## src/design/scdconv_pkg.sv

```systemverilog
// ----------------------------------------------------------------------------
// scdconv_pkg
// Shared types and constants for the segmented causal depthwise convolution.
// ----------------------------------------------------------------------------
`default_nettype none

package scdconv_pkg;

  // Default sizes of the block
  localparam int unsigned ChannelsDef = 64;
  localparam int unsigned TapsDef     = 4;

  // Fixed field widths
  localparam int unsigned ChW  = 6;
  localparam int unsigned TapW = 2;
  localparam int unsigned ValW = 16;
  localparam int unsigned SegW = 8;
  localparam int unsigned OpW  = 2;

  // Product of a Q8.8 sample and a Q1.15 weight
  localparam int unsigned ProdW = 2 * ValW;
  // Fraction bits dropped from the exact sum
  localparam int unsigned FracShift = 15;

  typedef enum logic [OpW-1:0] {
    OP_WEIGHT = 2'd0,
    OP_SAMPLE = 2'd1,
    OP_CLEAR  = 2'd2
  } op_e;

  typedef struct packed {
    op_e                    op;
    logic [ChW-1:0]         channel;
    logic [TapW-1:0]        tap;
    logic signed [ValW-1:0] value;
    logic [SegW-1:0]        segment;
  } in_item_t;

  typedef struct packed {
    logic [ChW-1:0]         out_channel;
    logic signed [ValW-1:0] out_value;
    logic                   saturated;
  } out_item_t;

endpackage

`default_nettype wire

```

## src/design/scdconv_wmem.sv

```systemverilog
// ----------------------------------------------------------------------------
// scdconv_wmem
// Weight memory: one row of TAPS weights per channel, written one tap at a
// time, read one row per cycle. Entries never written read as zero.
// ----------------------------------------------------------------------------
`default_nettype none

module scdconv_wmem
  import scdconv_pkg::*;
#(
  parameter int unsigned CHANNELS = ChannelsDef,
  parameter int unsigned TAPS     = TapsDef,
  localparam int unsigned AddrW   = (CHANNELS > 1) ? $clog2(CHANNELS) : 1,
  localparam int unsigned LaneW   = $clog2(TAPS)
) (
  input  wire logic                              clk_i,
  input  wire logic                              rst_ni,
  input  wire logic                              wr_en_i,
  input  wire logic [AddrW-1:0]                  wr_ch_i,
  input  wire logic [LaneW-1:0]                  wr_tap_i,
  input  wire logic [ValW-1:0]                   wr_data_i,
  input  wire logic                              rd_en_i,
  input  wire logic [AddrW-1:0]                  rd_ch_i,
  output logic      [TAPS-1:0][ValW-1:0]         rd_row_o
);

  logic [TAPS-1:0][ValW-1:0] mem [CHANNELS];
  logic [CHANNELS-1:0][TAPS-1:0] wvalid_q;
  logic [TAPS-1:0][ValW-1:0] rd_q;
  logic [TAPS-1:0]           rv_q;

  // Write one tap lane, read one row
  always_ff @(posedge clk_i) begin
    if (wr_en_i) begin
      mem[wr_ch_i][wr_tap_i] <= wr_data_i;
    end
    if (rd_en_i) begin
      rd_q <= mem[rd_ch_i];
    end
  end

  // Track written entries; capture their flags with the read
  always_ff @(posedge clk_i or negedge rst_ni) begin
    if (!rst_ni) begin
      wvalid_q <= '0;
      rv_q     <= '0;
    end else begin
      if (wr_en_i) begin
        wvalid_q[wr_ch_i][wr_tap_i] <= 1'b1;
      end
      if (rd_en_i) begin
        rv_q <= wvalid_q[rd_ch_i];
      end
    end
  end

  // Zero unwritten lanes
  always_comb begin
    for (int t = 0; t < TAPS; t++) begin
      rd_row_o[t] = rv_q[t] ? rd_q[t] : '0;
    end
  end

endmodule

`default_nettype wire

```

## config.mk

```make
export PLATFORM = sky130hd
export DESIGN_NAME = scdconv_wmem
export DESIGN_NICKNAME = d
export VERILOG_FILES = /design/src/design/scdconv_pkg.sv /design/src/design/scdconv_wmem.sv
export SDC_FILE = /design/constraint.sdc
export NUM_CORES = 2
export LEC_CHECK = 0
export BUFFER_PORTS_ARGS = -buffer_cell sky130_fd_sc_hd__buf_2
export CAP_MARGIN = 5
export CORE_MARGIN = 4
export CORE_UTILIZATION = 45
export DETAILED_ROUTE_END_ITERATION = 10
export GPL_ROUTABILITY_DRIVEN = 1
export SYNTH_ARGS = -nofsm -noshare
export SYNTH_HDL_FRONTEND = slang
export SYNTH_SLANG_ARGS = --single-unit
```

## constraint.sdc

```tcl
create_clock -name clk_i -period 2.3 [get_ports clk_i]
set_clock_uncertainty 0.1 [all_clocks]
set_input_delay 0.46 -clock clk_i [delete_from_list [all_inputs] [get_ports clk_i]]
set_output_delay 0.46 -clock clk_i [all_outputs]
set_load 0.03 [all_outputs]
```

==> out/results.tsv <==
metric	value	unit
period_minus_slack	2540	ps
grt_pass1_wl	643	mm
vias	81373	
drtPass1Iterations	8	
timing.slew.headroom	0.0832	
cp_num_buf_inv	3	
violations	negative setup slack	
synthFlopType	edfxtp_1	
crit_path_cell_trace	buf_12, buf_8, and2_4, buf_6	
worst-path-max-fanout	5	
placed_area	0.188	mm2
yosys.cell_count.top_type	edfxtp_1	
cts-root-buf	clkbuf_16	
synth_area_leader_cell	edfxtp_1	
final_max_slew_viol_count	0	
power_density	839	mW/mm2
htreeDepth	5	
drtIter0Drc	10287	
tightest_slew	1370	ps
io_buffers	97	
grt_use_total	0.236	
ys_ff_latch	4420	
critPathArrivalTime	1980	ps
clkTransAtPathRegs	60	ps
syn_nets	7173	
rows	224	
netlist.area_leader.share	0.741	
ir_worst_vdd	651	uV
holdCritStartpoint	wr_data_i[11]	
finalWirelength	452	mm
ys_warn_count	0	
drc_errors	0	
finalSetupViolCount	70	
endpoint	rd_row_o[46]	
r2r_end	rd_q[33]	
hold_class	in2reg	
cts.sinks	4420	
pin_count	98	
startpoint_type	flop	
finalCritPeriodShare	1.10	
critPathKind	reg2out	
drtAntennaViolNets	0	
dieHeight	620	um
syn_avg_cell_area	23.6	um2
cellLeakagePower	0.0668	uW
status	finished, violations left	
critPathTopFamily	buffers and inverters	
cp_slowest_stage_delay	430	ps
dieArea	0.384	mm2
r2r-start	mem[50][33]	
grt_pass1_vias	82969	
start_util	0.452	
grt_overflow	0	
avgViaCountPerCell	5.98	
synthCells	7139	
ys_top_cells_by_area	edfxtp_1 (74%), mux4_2 (18%), dfrtp_1 (3.9%), or2_2 (0.95%), a22oi_1 (0.69%)	
maxCapViolCount	0	
clk_latency	980	ps
critPathRequiredTime	1740	ps
crit_slowest_cell	dfrtp_2	
dp_slack	-1480	ps
crit_path_end_kind	primary output	
path_depth	4	
holdPathStages	1	
seq_area_frac_synth	0.780	
fmax	394	MHz
wl_per_cell	33.2	um
antenna_found_initial	36	
ys_types	31	
netlist_area	0.169	mm2
drive_gt1_frac	0.417	
clk_path_buf_depth	4	
grt_max_degree	97	
rsz0062_at_grt	true	
syn2layout_area_growth	20.7	%
ff2ff_path_depth	4	
setup_ws	-236	ps
fin_area	0.203	mm2
place.gp.congestion	0.815	
startpoint	rv_q[2]	
hold_viol_final	0	
numCtsBuffers	448	
reg2reg_slack	-100	ps
hpwl	281	mm
coreArea	0.373	mm2
synth-edff-count	4160	
synth_common_cells	edfxtp_1 (4160), mux4_2 (1312), nor2_1 (265)	
layout.nets	8287	
ys_async_sr_fraction	0.0588	
die_w	620	um
cts_tree	built	
## timing repair
item,4_1_cts,5_1_grt
hold buffers,20,1
pin swaps,24,22
cloned,1,0
endpoints found under the setup margin,88,89
hold endpoints to repair,1163,1
buffers inserted,6,7
resized for setup,261,22
## placed cells by master, fill, tap and decap left out, types with 88 or more instances in the layout
cell / count
a22oi_1: 118
clkbuf_1: 88
buf_4: 417
nor2_2: 257
clkinv_1: 105
or2_2: 256
clkbuf_16: 454
edfxtp_1: 4160
nand2_1: 135
dfrtp_1: 259
buf_12: 511
mux4_2: 1312
## routing by layer
metal / vias up / GRT usage / wire (um)
met1: 44667 / 0.343 / 185000
met2: 3531 / 0.374 / 218000
met4: 2 / 0.0636 / 13000
met3: 627 / 0.0394 / 36300
met5: - / 0 / 13
li1: 32546 / - / -
## flip-flops by register name (all words and copies together) (netlist names)
| signal | cells |
|---|---|
| mem | 4096 |
| rd_q | 64 |
| rv_q | 4 |
| wvalid_q | 256 |
## where the power goes
group          total, uW  internal [uW]  switching, uW
sequential         89100          88700            405
combinational      10100           4600           5490
clock              71600          41200          30400
## per-stage QoR
stage / std cells / power, uW / setup TNS (ps) / util / hold WS, ps
finish: 13614 / 171000 / -9500 / 0.546 / 114
global route: 13612 / 176000 / -14080 / 0.546 / 104
CTS: 13601 / 172000 / -15470 / 0.545 / 40.8
detailed placement: 12743 / 100000 / -82270 / 0.503 / 348
global placement: 12743 / 100000 / -79300 / 0.503 / 345
floorplan: 7139 / 95500 / -563790 / - / 64.4
## kinds of logic (layout without fill, tap and decap cells)
group                  count (synthesis)  count (layout)  share of synthesized area
DFF                                 4420            4420                      0.780
muxes                               1388            1388                      0.180
and+or+nand+nor                      766             766                     0.0224
buffers and inverters                383            1878                     0.0100
AOI/OAI and AO/OA                    182             182                    0.00808
other                                  0               8                          0
## final cells by class
type                    count  area [um2]
diodes                      8        20.0
clock buffers             548       11800
clock inverters           283        2730
fillers                 27647      169000
inverters                   3        11.3
multi-input cells        2336       36500
flip-flops and latches   4420      131000
well taps                4972        6220
repair buffers           1044       14700
## how the worst min path moves through the flow
stage                     slack [ps]       endpoint
final                            110    mem[17][43]
after global routing             100    mem[28][59]
after CTS                         40    mem[28][59]
after detailed placement         350  wvalid_q[165]
after floorplan                   60        rv_q[0]
after global placement           350  wvalid_q[121]
No activity file was read; power rests on OpenSTA's default activity.
