==> src/design/scdconv_pkg.sv <==
// ----------------------------------------------------------------------------
// scdconv_pkg
// Shared types and constants for the segmented causal depthwise convolution.
// ----------------------------------------------------------------------------
`default_nettype none

package scdconv_pkg;

  // Default sizes of the block
  localparam int unsigned ChannelsDef = 64;
  localparam int unsigned TapsDef     = 4;

  // Fixed field widths
  localparam int unsigned ChW  = 6;
  localparam int unsigned TapW = 2;
  localparam int unsigned ValW = 16;
  localparam int unsigned SegW = 8;
  localparam int unsigned OpW  = 2;

  // Product of a Q8.8 sample and a Q1.15 weight
  localparam int unsigned ProdW = 2 * ValW;
  // Fraction bits dropped from the exact sum
  localparam int unsigned FracShift = 15;

  typedef enum logic [OpW-1:0] {
    OP_WEIGHT = 2'd0,
    OP_SAMPLE = 2'd1,
    OP_CLEAR  = 2'd2
  } op_e;

  typedef struct packed {
    op_e                    op;
    logic [ChW-1:0]         channel;
    logic [TapW-1:0]        tap;
    logic signed [ValW-1:0] value;
    logic [SegW-1:0]        segment;
  } in_item_t;

  typedef struct packed {
    logic [ChW-1:0]         out_channel;
    logic signed [ValW-1:0] out_value;
    logic                   saturated;
  } out_item_t;

endpackage

`default_nettype wire

==> src/design/scdconv_hist.sv <==
// ----------------------------------------------------------------------------
// scdconv_hist
// History memory: per channel the last TAPS-1 samples, their segment ids and
// a fill count. Read at accept, shifted and written back when the item
// leaves the first stage, with forwarding for back-to-back use of a channel.
// ----------------------------------------------------------------------------
`default_nettype none

module scdconv_hist
  import scdconv_pkg::*;
#(
  parameter int unsigned CHANNELS = ChannelsDef,
  parameter int unsigned TAPS     = TapsDef,
  localparam int unsigned AddrW   = (CHANNELS > 1) ? $clog2(CHANNELS) : 1,
  localparam int unsigned Hist    = TAPS - 1,
  localparam int unsigned FillW   = $clog2(TAPS)
) (
  input  wire logic                         clk_i,
  input  wire logic                         rst_ni,
  input  wire logic                         clr_i,
  input  wire logic                         rd_en_i,
  input  wire logic [AddrW-1:0]             rd_ch_i,
  input  wire logic                         wr_en_i,
  input  wire logic [AddrW-1:0]             wr_ch_i,
  input  wire logic [ValW-1:0]              wr_smp_i,
  input  wire logic [SegW-1:0]              wr_seg_i,
  output logic      [FillW-1:0]             fill_o,
  output logic      [Hist-1:0][SegW-1:0]    seg_o,
  output logic      [Hist-1:0][ValW-1:0]    smp_o
);

  typedef struct packed {
    logic [FillW-1:0]          fill;
    logic [Hist-1:0][SegW-1:0] seg;
    logic [Hist-1:0][ValW-1:0] smp;
  } hrow_t;

  hrow_t mem [CHANNELS];
  logic [CHANNELS-1:0] hvalid_q;
  hrow_t rd_q;
  hrow_t fwd_row_q;
  logic  fwd_q;
  logic  rv_q;
  hrow_t cur;
  hrow_t new_row;
  logic  same_ch;

  assign same_ch = wr_en_i && (wr_ch_i == rd_ch_i);

  // Select the freshest copy of the row; a channel not written since reset or clear has no past rows
  always_comb begin
    cur = fwd_q ? fwd_row_q : rd_q;
    if (!rv_q) begin
      cur.fill = '0;
    end
  end

  assign fill_o = cur.fill;
  assign seg_o  = cur.seg;
  assign smp_o  = cur.smp;

  // Shift the current sample in and advance the fill count
  always_comb begin
    new_row        = cur;
    new_row.smp[0] = wr_smp_i;
    new_row.seg[0] = wr_seg_i;
    for (int d = 1; d < Hist; d++) begin
      new_row.smp[d] = cur.smp[d-1];
      new_row.seg[d] = cur.seg[d-1];
    end
    if (cur.fill < FillW'(Hist)) begin
      new_row.fill = cur.fill + 1'b1;
    end
  end

  // Memory port and forwarding row
  always_ff @(posedge clk_i) begin
    if (wr_en_i) begin
      mem[wr_ch_i] <= new_row;
    end
    if (rd_en_i) begin
      rd_q      <= mem[rd_ch_i];
      fwd_row_q <= new_row;
    end
  end

  // Row flags: clear wins over a write at the same edge
  always_ff @(posedge clk_i or negedge rst_ni) begin
    if (!rst_ni) begin
      hvalid_q <= '0;
      fwd_q    <= 1'b0;
      rv_q     <= 1'b0;
    end else begin
      if (clr_i) begin
        hvalid_q <= '0;
      end else if (wr_en_i) begin
        hvalid_q[wr_ch_i] <= 1'b1;
      end
      if (rd_en_i) begin
        fwd_q <= same_ch;
        rv_q  <= hvalid_q[rd_ch_i] || same_ch;
      end
    end
  end

endmodule

`default_nettype wire

==> config.mk <==
export PLATFORM = sky130hd
export DESIGN_NAME = scdconv_hist
export DESIGN_NICKNAME = d
export VERILOG_FILES = /design/src/design/scdconv_pkg.sv /design/src/design/scdconv_hist.sv
export SDC_FILE = /design/constraint.sdc
export NUM_CORES = 2
export LEC_CHECK = 0
export BUFFER_PORTS_ARGS = -buffer_cell sky130_fd_sc_hd__buf_2
export CAP_MARGIN = 15
export CORE_MARGIN = 2
export CORE_UTILIZATION = 35
export DETAILED_ROUTE_END_ITERATION = 10
export MAX_ROUTING_LAYER = met4
export PLACE_DENSITY_LB_ADDON = 0.25
export SETUP_SLACK_MARGIN = 0.02
export SYNTH_ARGS = -nofsm -noshare
export SYNTH_HDL_FRONTEND = slang
export SYNTH_MEMORY_MAX_BITS = 65536
export SYNTH_SLANG_ARGS = --single-unit
==> constraint.sdc <==
create_clock -name clk_i -period 2.2 [get_ports clk_i]
set_clock_uncertainty 0.15 [all_clocks]
set_input_delay 0 -clock clk_i [delete_from_list [all_inputs] [get_ports clk_i]]
set_output_delay 0 -clock clk_i [all_outputs]
set_load 0.01 [all_outputs]
==> flow_summary.ini <==
[synth]
synth-edff-count = 4884
synth_cell_types = 31
yosysSeqAreaShare_pct = 79.1
async_flop_share_pct = 1.33
syn_area_per_cell_sq_um = 24.5
synth_flop_cell = edfxtp_1
synth_fp_nets = 7690
syn_area_sq_um = 188000
synth.ff_latch_count = 4950
synthCells = 7649
yosys_warnings = 0

[timing]
finalMaxSlewViolations = 0
setup_violations = 487
maxSlewHeadroom_pct = 24.0
max_freq_mhz = 347
fin_tns_setup_ps = -61800
hold_violations = 0
tightest_slew_ps = 1140
period_needed_ps = 2880
hold_ws_ps = 77.4
rsz0062_at_grt = yes
fin_ws_ps = -684
post-route-period-util_pct = 131

[floorplan]
rows = 268
dieArea_sq_um = 542000
die_x_um = 736
die_y_um = 736
initial_core_util_pct = 35.2
core_area_sq_um = 533000
io_pins = 115

[grt]
grt_use_total_pct = 22.4
grt_pass1_vias = 94939
use_met2_pct = 36.6
gr-usage-met3_pct = 2.99
grt_pass1_wl_um = 814000
grt.busiest_layer = met2
grt.overflow.total = 0
grt_max_degree = 80
antenna_found_initial = 34
use_met1_pct = 30.0

[final_layout]
drive_gt1_share_pct = 38.1
finalNonFillerCells = 16615
design_area_sq_um = 232000
fillers = 44807
syn2layout_area_growth_pct = 23.7
layout.nets = 9201

[run_status]
violations = setup timing
status = finished with violations

[routing]
ant_nets = 0
drt-wirelength-per-cell_um = 36.4
dr.pass1.iters = 5
routed-via-count = 93921
route.detailed.drc = 0
via_per_inst = 5.65
routed_wl_um = 604000
dr.first_iter.drc_count = 12213

[clocking]
worst_skew_pair.late_latency_ps = 1050
root_buffer = clkbuf_16
cts_made_buffers = 536
cts_tree = built
clock_sink_count = 4950
clockBufferDepth = 4
cts-htree-levels = 6
clk_pin_slew_worst_paths_ps = 60

[placed_design]
gp_congestion = 0.794
placed_area_sq_um = 209000
port_buffers = 114
post-place-ws_ps = -516
dp_hpwl_um = 344000
dp_cells = 15324

[power]
power_density_nw_per_um2 = 895
ir_drop_mv = 0.728
p_leak_uw = 0.0742

[critical_path]
rr_worst_depth = 7
critPathLaunchType = flip-flop
critical_path_peak_fanout = 66
r2r-end = mem[6][64]$_DFFE_PP_
timing.rr.start = fwd_q$_DFFE_PN0P_
crit_path_end_kind = output pin
required_ps = 2050
reg2reg_slack_ps = -100
worst-setup-path-type = reg -> out
worst_ep_arrival_time_ps = 2730

[run]
maxCapViolations = 0

[min_path]
hp-class = in -> reg
hold_start = rd_ch_i[0]
holdPathEnd = rd_q[2]$_DFFE_PP_
hold-path-cell-count = 6
==> worst max-delay path by stage <==
stage,start,end,slack (ps),cells past startpoint
6_report,fwd_q$_DFFE_PN0P_,smp_o[15],-680,5
5_1_grt,fwd_q$_DFFE_PN0P_,seg_o[8],-730,6
4_1_cts,fwd_q$_DFFE_PN0P_,smp_o[40],-750,6
3_5_place_dp,rd_ch_i[2],rd_q[14]$_DFFE_PP_,-520,10
3_3_place_gp,rd_ch_i[2],rd_q[12]$_DFFE_PP_,-570,11
2_1_floorplan,wr_ch_i[5],mem[48][0]$_DFFE_PP_,-870,4
==> logic make-up after synthesis <==
| logic type | after synthesis | synth area share [%] |
|---|---|---|
| buffers and inverters | 460 | 1.15 |
| xor gates and xnor gates | 6 | 0.0280 |
| DFF | 4950 | 79.1 |
| AOI/OAI and AO/OA | 317 | 1.12 |
| muxes | 1587 | 17.9 |
| and+or+nand+nor | 329 | 0.715 |
==> timing repair <==
item,in CTS,in global routing
pin swaps,5,5
buffers inserted,89,80
gates resized for setup,256,165
endpoints found under the setup margin,83,1800
endpoints found under the hold margin,6514,5
gates cloned,56,43
hold buffers,84,2
==> sequential cells by signal, summed over array words and instances (netlist names) <==
signal / flops
rd_q: 74
mem: 4736
rv_q: 1
hvalid_q: 64
fwd_row_q: 74
fwd_q: 1
==> where the power goes <==
part / switching [uW] / internal (uW)
clock network: 37400 / 49600
logic: 8220 / 6540
registers: 238 / 106000
==> Yosys cell counts, types with 3 or more instances <==
master,number,area [sq um]
o221ai_1,74,648
buf_2,166,831
nor3_1,5,25.0
buf_1,27,101
clkbuf_1,204,766
nor2b_1,7,43.8
xnor2_1,3,26.3
xor2_1,3,26.3
mux2i_1,108,1080
mux4_2,1406,31700
edfxtp_1,4884,147000
nand2b_1,6,37.5
nand2_1,16,60.1
nand3_1,8,40.0
buf_4,61,458
or2_2,3,18.8
a22oi_1,16,120
nand3b_1,5,37.5
nor2_1,269,1010
o22ai_1,150,938
a21oi_1,74,370
mux2_2,73,822
nand4_1,4,25.0
dfrtp_1,66,1650
==> area by class of cell <==
type                            instances  area, sq um  area share [%]
Sequential cell                      4950       148000            63.9
Multi-Input combinational cell       2239        38100            16.4
Timing Repair Buffer                 1431        20100            8.65
Clock buffer                          677        14200            6.12
Tap cell                             7020         8780            3.79
Clock inverter                        280         2520            1.09
Antenna cell                           16         40.0          0.0173
Inverter                                2         7.51         0.00324
==> metrics by stage <==
stage / util (%) / power, uW
after floorplan: - / 114000
after global placement: 39.3 / 120000
after detailed placement: 39.3 / 120000
after CTS: 43.2 / 208000
after global routing: 43.5 / 213000
final: 43.5 / 208000
==> layer usage <==
| metal | routed length [um] | up-vias |
|---|---|---|
| met1 | 243000 | 52510 |
| met3 | 45400 | 798 |
| met2 | 299000 | 4286 |
| li1 | - | 36327 |
| met4 | 16900 | 0 |
| met5 | 0 | - |
==> cells in the final DEF (no fill, tap or decap), drive strengths merged, types with 31 or more instances in the layout <==
master       Yosys  routed
a21oi           74      74
buf            254    1296
bufinv           0      31
clkbuf         204     719
clkinv           0     213
dfrtp           66      66
dlygate4sd3      0      77
edfxtp        4884    4884
inv              2      33
mux2            73      73
mux2i          108     108
mux4          1406    1406
nor2           269     269
o221ai          74      74
o22ai          150     150
==> worst max-delay path, stage by stage, from the launching register on <==
cell	delay (ps)
dfrtp_4	530
buf_16	200
buf_12	170
mux2_4	310
buf_12	170
buf_6	200
Note: power is estimated with default switching activity, not from simulation.
