===== config.mk =====
export PLATFORM = sky130hd
export DESIGN_NAME = scdconv_mac
export DESIGN_NICKNAME = d
export VERILOG_FILES = /design/src/design/scdconv_pkg.sv /design/src/design/scdconv_mac.sv
export SDC_FILE = /design/constraint.sdc
export NUM_CORES = 2
export LEC_CHECK = 0
export ABC_CLOCK_PERIOD_IN_PS = 4500
export BUFFER_PORTS_ARGS = -buffer_cell sky130_fd_sc_hd__buf_2
export CAP_MARGIN = 40
export CORE_AREA = 2 2 346 348
export DETAILED_ROUTE_END_ITERATION = 12
export DIE_AREA = 0 0 348 350
export MAX_ROUTING_LAYER = met4
export PLACE_DENSITY = 0.66
export RECOVER_POWER = 100
export SETUP_SLACK_MARGIN = 0.02
export SLEW_MARGIN = 5
export SYNTH_ARGS = -nofsm -noshare
export SYNTH_HDL_FRONTEND = slang
export SYNTH_SLANG_ARGS = --single-unit

===== constraint.sdc =====
create_clock -name clk_i -period 4.5 [get_ports clk_i]
set_input_delay 0.675 -clock clk_i [delete_from_list [all_inputs] [get_ports clk_i]]
set_output_delay 0.675 -clock clk_i [all_outputs]
set_load 0.05 [all_outputs]

===== src/design/scdconv_pkg.sv =====
// ----------------------------------------------------------------------------
// scdconv_pkg
// Shared types and constants for the segmented causal depthwise convolution.
// ----------------------------------------------------------------------------
`default_nettype none

package scdconv_pkg;

  // Default sizes of the block
  localparam int unsigned ChannelsDef = 64;
  localparam int unsigned TapsDef     = 4;

  // Fixed field widths
  localparam int unsigned ChW  = 6;
  localparam int unsigned TapW = 2;
  localparam int unsigned ValW = 16;
  localparam int unsigned SegW = 8;
  localparam int unsigned OpW  = 2;

  // Product of a Q8.8 sample and a Q1.15 weight
  localparam int unsigned ProdW = 2 * ValW;
  // Fraction bits dropped from the exact sum
  localparam int unsigned FracShift = 15;

  typedef enum logic [OpW-1:0] {
    OP_WEIGHT = 2'd0,
    OP_SAMPLE = 2'd1,
    OP_CLEAR  = 2'd2
  } op_e;

  typedef struct packed {
    op_e                    op;
    logic [ChW-1:0]         channel;
    logic [TapW-1:0]        tap;
    logic signed [ValW-1:0] value;
    logic [SegW-1:0]        segment;
  } in_item_t;

  typedef struct packed {
    logic [ChW-1:0]         out_channel;
    logic signed [ValW-1:0] out_value;
    logic                   saturated;
  } out_item_t;

endpackage

`default_nettype wire


===== src/design/scdconv_mac.sv =====
// ----------------------------------------------------------------------------
// scdconv_mac
// Filter datapath: masked tap products, then sum, floor shift and saturate
// into the output register. Two stages with their own flow control.
// ----------------------------------------------------------------------------
`default_nettype none

module scdconv_mac
  import scdconv_pkg::*;
#(
  parameter int unsigned TAPS   = TapsDef,
  localparam int unsigned Hist  = TAPS - 1,
  localparam int unsigned FillW = $clog2(TAPS)
) (
  input  wire logic                         clk_i,
  input  wire logic                         rst_ni,
  input  wire logic                         in_valid_i,
  output logic                              in_ready_o,
  input  wire logic [ChW-1:0]               ch_i,
  input  wire logic [ValW-1:0]              val_i,
  input  wire logic [SegW-1:0]              seg_i,
  input  wire logic [TAPS-1:0][ValW-1:0]    w_i,
  input  wire logic [FillW-1:0]             fill_i,
  input  wire logic [Hist-1:0][SegW-1:0]    hseg_i,
  input  wire logic [Hist-1:0][ValW-1:0]    hsmp_i,
  output logic                              out_valid_o,
  input  wire logic                         out_stall_i,
  output out_item_t                         out_data_o
);

  localparam int unsigned SumW  = ProdW + $clog2(TAPS);
  localparam int unsigned QW    = SumW - FracShift;

  logic signed [ProdW-1:0] prod_d [TAPS];
  logic signed [ProdW-1:0] prod_q [TAPS];
  logic [ChW-1:0]          s2_ch_q;
  logic                    s2_valid_q;
  logic                    out_valid_q;
  out_item_t               out_q;
  out_item_t               out_d;
  logic                    s2_adv;
  logic                    out_adv;
  logic signed [SumW-1:0]  acc;
  logic signed [QW-1:0]    q;
  logic                    fits;

  assign out_adv    = !out_valid_q || !out_stall_i;
  assign s2_adv     = !s2_valid_q || out_adv;
  assign in_ready_o = s2_adv;

  // Form products; drop missing rows and rows of another segment
  always_comb begin
    prod_d[TAPS-1] = $signed(val_i) * $signed(w_i[TAPS-1]);
    for (int d = 1; d <= Hist; d++) begin
      if ((fill_i >= FillW'(d)) && (hseg_i[d-1] == seg_i)) begin
        prod_d[TAPS-1-d] = $signed(hsmp_i[d-1]) * $signed(w_i[TAPS-1-d]);
      end else begin
        prod_d[TAPS-1-d] = '0;
      end
    end
  end

  // Sum, floor shift, saturate
  always_comb begin
    acc = '0;
    for (int t = 0; t < TAPS; t++) begin
      acc = acc + SumW'(prod_q[t]);
    end
    q    = acc[SumW-1:FracShift];
    fits = (q[QW-1:ValW-1] == {(QW-ValW+1){q[ValW-1]}});
    out_d.out_channel = s2_ch_q;
    out_d.saturated   = !fits;
    if (fits) begin
      out_d.out_value = q[ValW-1:0];
    end else if (q[QW-1]) begin
      out_d.out_value = {1'b1, {(ValW-1){1'b0}}};
    end else begin
      out_d.out_value = {1'b0, {(ValW-1){1'b1}}};
    end
  end

  // Payload registers
  always_ff @(posedge clk_i) begin
    if (in_valid_i && s2_adv) begin
      prod_q  <= prod_d;
      s2_ch_q <= ch_i;
    end
    if (s2_valid_q && out_adv) begin
      out_q <= out_d;
    end
  end

  // Advance stage flags
  always_ff @(posedge clk_i or negedge rst_ni) begin
    if (!rst_ni) begin
      s2_valid_q  <= 1'b0;
      out_valid_q <= 1'b0;
    end else begin
      if (s2_adv) begin
        s2_valid_q <= in_valid_i;
      end
      if (out_adv) begin
        out_valid_q <= s2_valid_q;
      end
    end
  end

  assign out_valid_o = out_valid_q;
  assign out_data_o  = out_q;

endmodule

`default_nettype wire


==> metrics.yaml <==
run_status:
  outcome: "finished, violations left"
  violations: "max-capacitance violations, max-slew violations, negative setup slack"
drt:
  finalWirelength_um: 119300
  drtAntennaViolNets: 0
  initial_drt_markers: 1610
  routed_via_density: 4.797
  detail_route.drc_violations: 0
  num_vias: 34780
  avgRoutedWirePerCell_um: 16.45
  detail_route.first_pass.iterations: 5
worst_setup_path:
  worstSetupStartpointType: "input port"
  critical_path_required_ns: 4.69
  path_class: "input port to flop"
  timing.critical_path.to_type: "flop"
  critical_path_arrival_ns: 6.43
  critical_path.max_fanout: 7
logic_synthesis:
  netlist.top_cell.by_area: "fa_1"
  post_synth_and_or_nand_nor_area_fraction_pct: 13.89
  mappedNetlistNets: 6438
  synth_compound_gate_area_share_pct: 4.708
  synth.ff_latch_count: 159
  yosysSeqAreaShare_pct: 10.17
  synth_mux_area_share_pct: 0.03205
  synth.avg_cell_area_um2: 9.771
  post_synth_adder_cell_area_pct: 57.10
  synthDominantCellAreaShare_pct: 47.51
  yosys_warnings: 0
  synth.cell_area_mm2: 0.04685
  count_of_flip_flops_with_a_built_in_enable_after_synthesis: 157
  main_combinational_cell_family_by_area_after_synthesis: "adder cells"
  synth.cells.most_frequent: "inv_1 (1,190), fa_1 (1,112), nand2_1 (531)"
  ys_types: 73
  synth_xor_area_share_pct: 3.421
  synth-async-reset-ratio_pct: 1.258
  synthMostInstantiatedCell: "inv_1"
  postSynthCellCount: 4795
  synth_flop_cell: "edfxtp_1"
  netlist_top_cells_area: "fa_1 (48%), edfxtp_1 (10%), ha_1 (9.6%), inv_1 (9.5%), and2_1 (6.6%)"
die:
  start_util_pct: 39.79
  placement_row_count: 126
  die_x_um: 348
  pin_count: 197
  placeableCoreArea_mm2: 0.1178
  floorplan.die.height_um: 350
  die_area_mm2: 0.1218
global_route:
  antenna_violations_before_repair: 1
  globalRoute.totalOverflow: 0
  first_global_vias: 38540
  pin_count_of_the_biggest_net_entering_global_routing: 66
  grt_pass1_wl_um: 197400
  gr-usage-all-layers_pct: 20.82
min_path:
  type_of_the_most_critical_hold_path: "input port to flop"
sta:
  finalHoldViolations: 0
  slew_headroom_pct: -73.47
  timing.final.crit_period_ns: 6.241
  finalSetupTns_ns: -97.81
  tcrit_tclk_final_pct: 138.7
  fmax_mhz: 160.2
  tightestPinTransition_ns: 2.602
  skew_ns: 0.01833
  finalSetupViolCount: 95
  timing_max_transition_violations_final: 55
  final_worst_slack_ns: -1.741
  rsz_0062_raised_after_global_routing: "true"
place:
  post-dp-hpwl_um: 101900
  placement.io_buffers: 196
  placement.cell_area_mm2: 0.05558
  place_congestion: 0.8793
cts:
  clockRootBuffer: "clkbuf_16"
  clk_path_buf_depth: 2
  tritoncts.num_buffers: 17
  clk-insertion-delay-late_ns: 0.46
  clkSinkCount: 159
  tritoncts: "done"
  clk_transition_reported_paths_ns: 0.06
  cts.htree.levels: 4
cells_and_area:
  flow.area_growth_from_synthesis_pct: 28.84
  fin_nets: 7345
  finish.instance_area_mm2: 0.06036
  layout-drive-gt1-share_pct: 28.25
flow_run:
  drv_cap: 2
[per-stage QoR]
step,instances,setup slack (ns),utilization [%],hold WS (ns)
CTS,7178,-1.641,49.34,0.3861
finish,7251,-1.741,51.26,0.4069
floorplan,4795,-1.891,-,0.3794
global placement,7093,-2.343,47.18,0.4007
detailed placement,7094,-2.344,47.20,0.4080
global route,7250,-1.926,51.26,0.3909
[worst max-delay path, stage by stage]
cell and delay (ns):
buf_12 0.11, buf_6 0.12, and2_4 0.13, fa_1 0.53, inv_1 0.05, fa_1 0.45
fa_1 0.57, inv_2 0.05, fa_1 0.49, fa_1 0.49, inv_1 0.05, fa_1 0.50
inv_2 0.05, ha_4 0.23, nand3_4 0.10, buf_6 0.11, nor2_2 0.03, a211oi_2 0.30
o221ai_4 0.17, a221o_1 0.36, nor4_2 0.22, nor4b_2 0.10, nor2_1 0.15, xor2_1 0.30
nor2_1 0.09
[timing repair]
item                       in CTS  in global routing
resized for setup             394                440
cloned                          0                  5
hold buffers                    1                  0
setup endpoints to repair      99                111
pin swaps                     263                295
setup buffers                  65                 95
hold endpoints to repair        2                  0
[final cells by class]
cell class | instances | area, µm²
Fill cell | 10350 | 57400
Clock inverter | 14 | 153.9
Tap cell | 1536 | 1922
Clock buffer | 17 | 425.4
Sequential cell | 159 | 4765
Antenna cell | 1 | 2.502
Timing Repair Buffer | 1025 | 8663
Multi-Input combinational cell | 3309 | 39960
Inverter | 1190 | 4476
[final timing paths]
check                                     startpoint  cells after the start                   endpoint  slack (ns)
worst max-delay path                          w_i[4]                     25  prod_q[125]$_SDFFCE_PN0P_       -1.74
worst min-delay path                         ch_i[0]                      1       s2_ch_q[0]$_DFFE_PP_        0.41
worst max register to register  prod_q[19]$_DFFE_PP_                     15    out_data_o[1]$_DFFE_PP_       -0.05
worst min register to register  s2_ch_q[0]$_DFFE_PP_                      0   out_data_o[17]$_DFFE_PP_        0.42
max in group asynchronous                     rst_ni                      2    out_valid_o$_DFFE_PN0P_        3.84
min in group asynchronous                     rst_ni                      2     s2_valid_q$_DFFE_PN0N_        0.54
[flip-flops by register name, summed over array words and instances (netlist names)]
signal and count:
s2_valid_q 1, out_data_o 23, out_valid_o 1, prod_q 128, s2_ch_q 6
[cell families (layout without fill, tap and decap cells)]
family	Yosys count	count (layout)
other	0	1
multiplexers	1	1
XOR/XNOR	183	183
AO/OA/AOI/OAI	330	331
adder cells (fa/ha/maj)	1471	1471
AND/OR/NAND/NOR	1322	1323
buffers and inverters	1329	2246
flip-flops	159	159
[cells in the final DEF, fill, tap and decap left out, types with 74 or more instances in the layout]
master	count
edfxtp_1	157
xnor2_1	82
inv_2	74
buf_4	665
and2_1	414
nand2_1	494
buf_2	107
inv_1	1113
and2_4	79
buf_6	193
nor2_1	151
ha_1	285
fa_1	1060
[metal layers]
metal  wire (µm)  vias to the layer above  GRT usage [%]
li1            -                    15970              -
met1       49750                    18000          26.52
met2       63320                      665          37.02
met3        4172                      140          1.520
met4        2036                        0          3.287
met5           0                        -              -
Power is left out: the tool's default activity adds up to more than one toggle a clock period on the data nets, which glitch-free logic cannot reach.
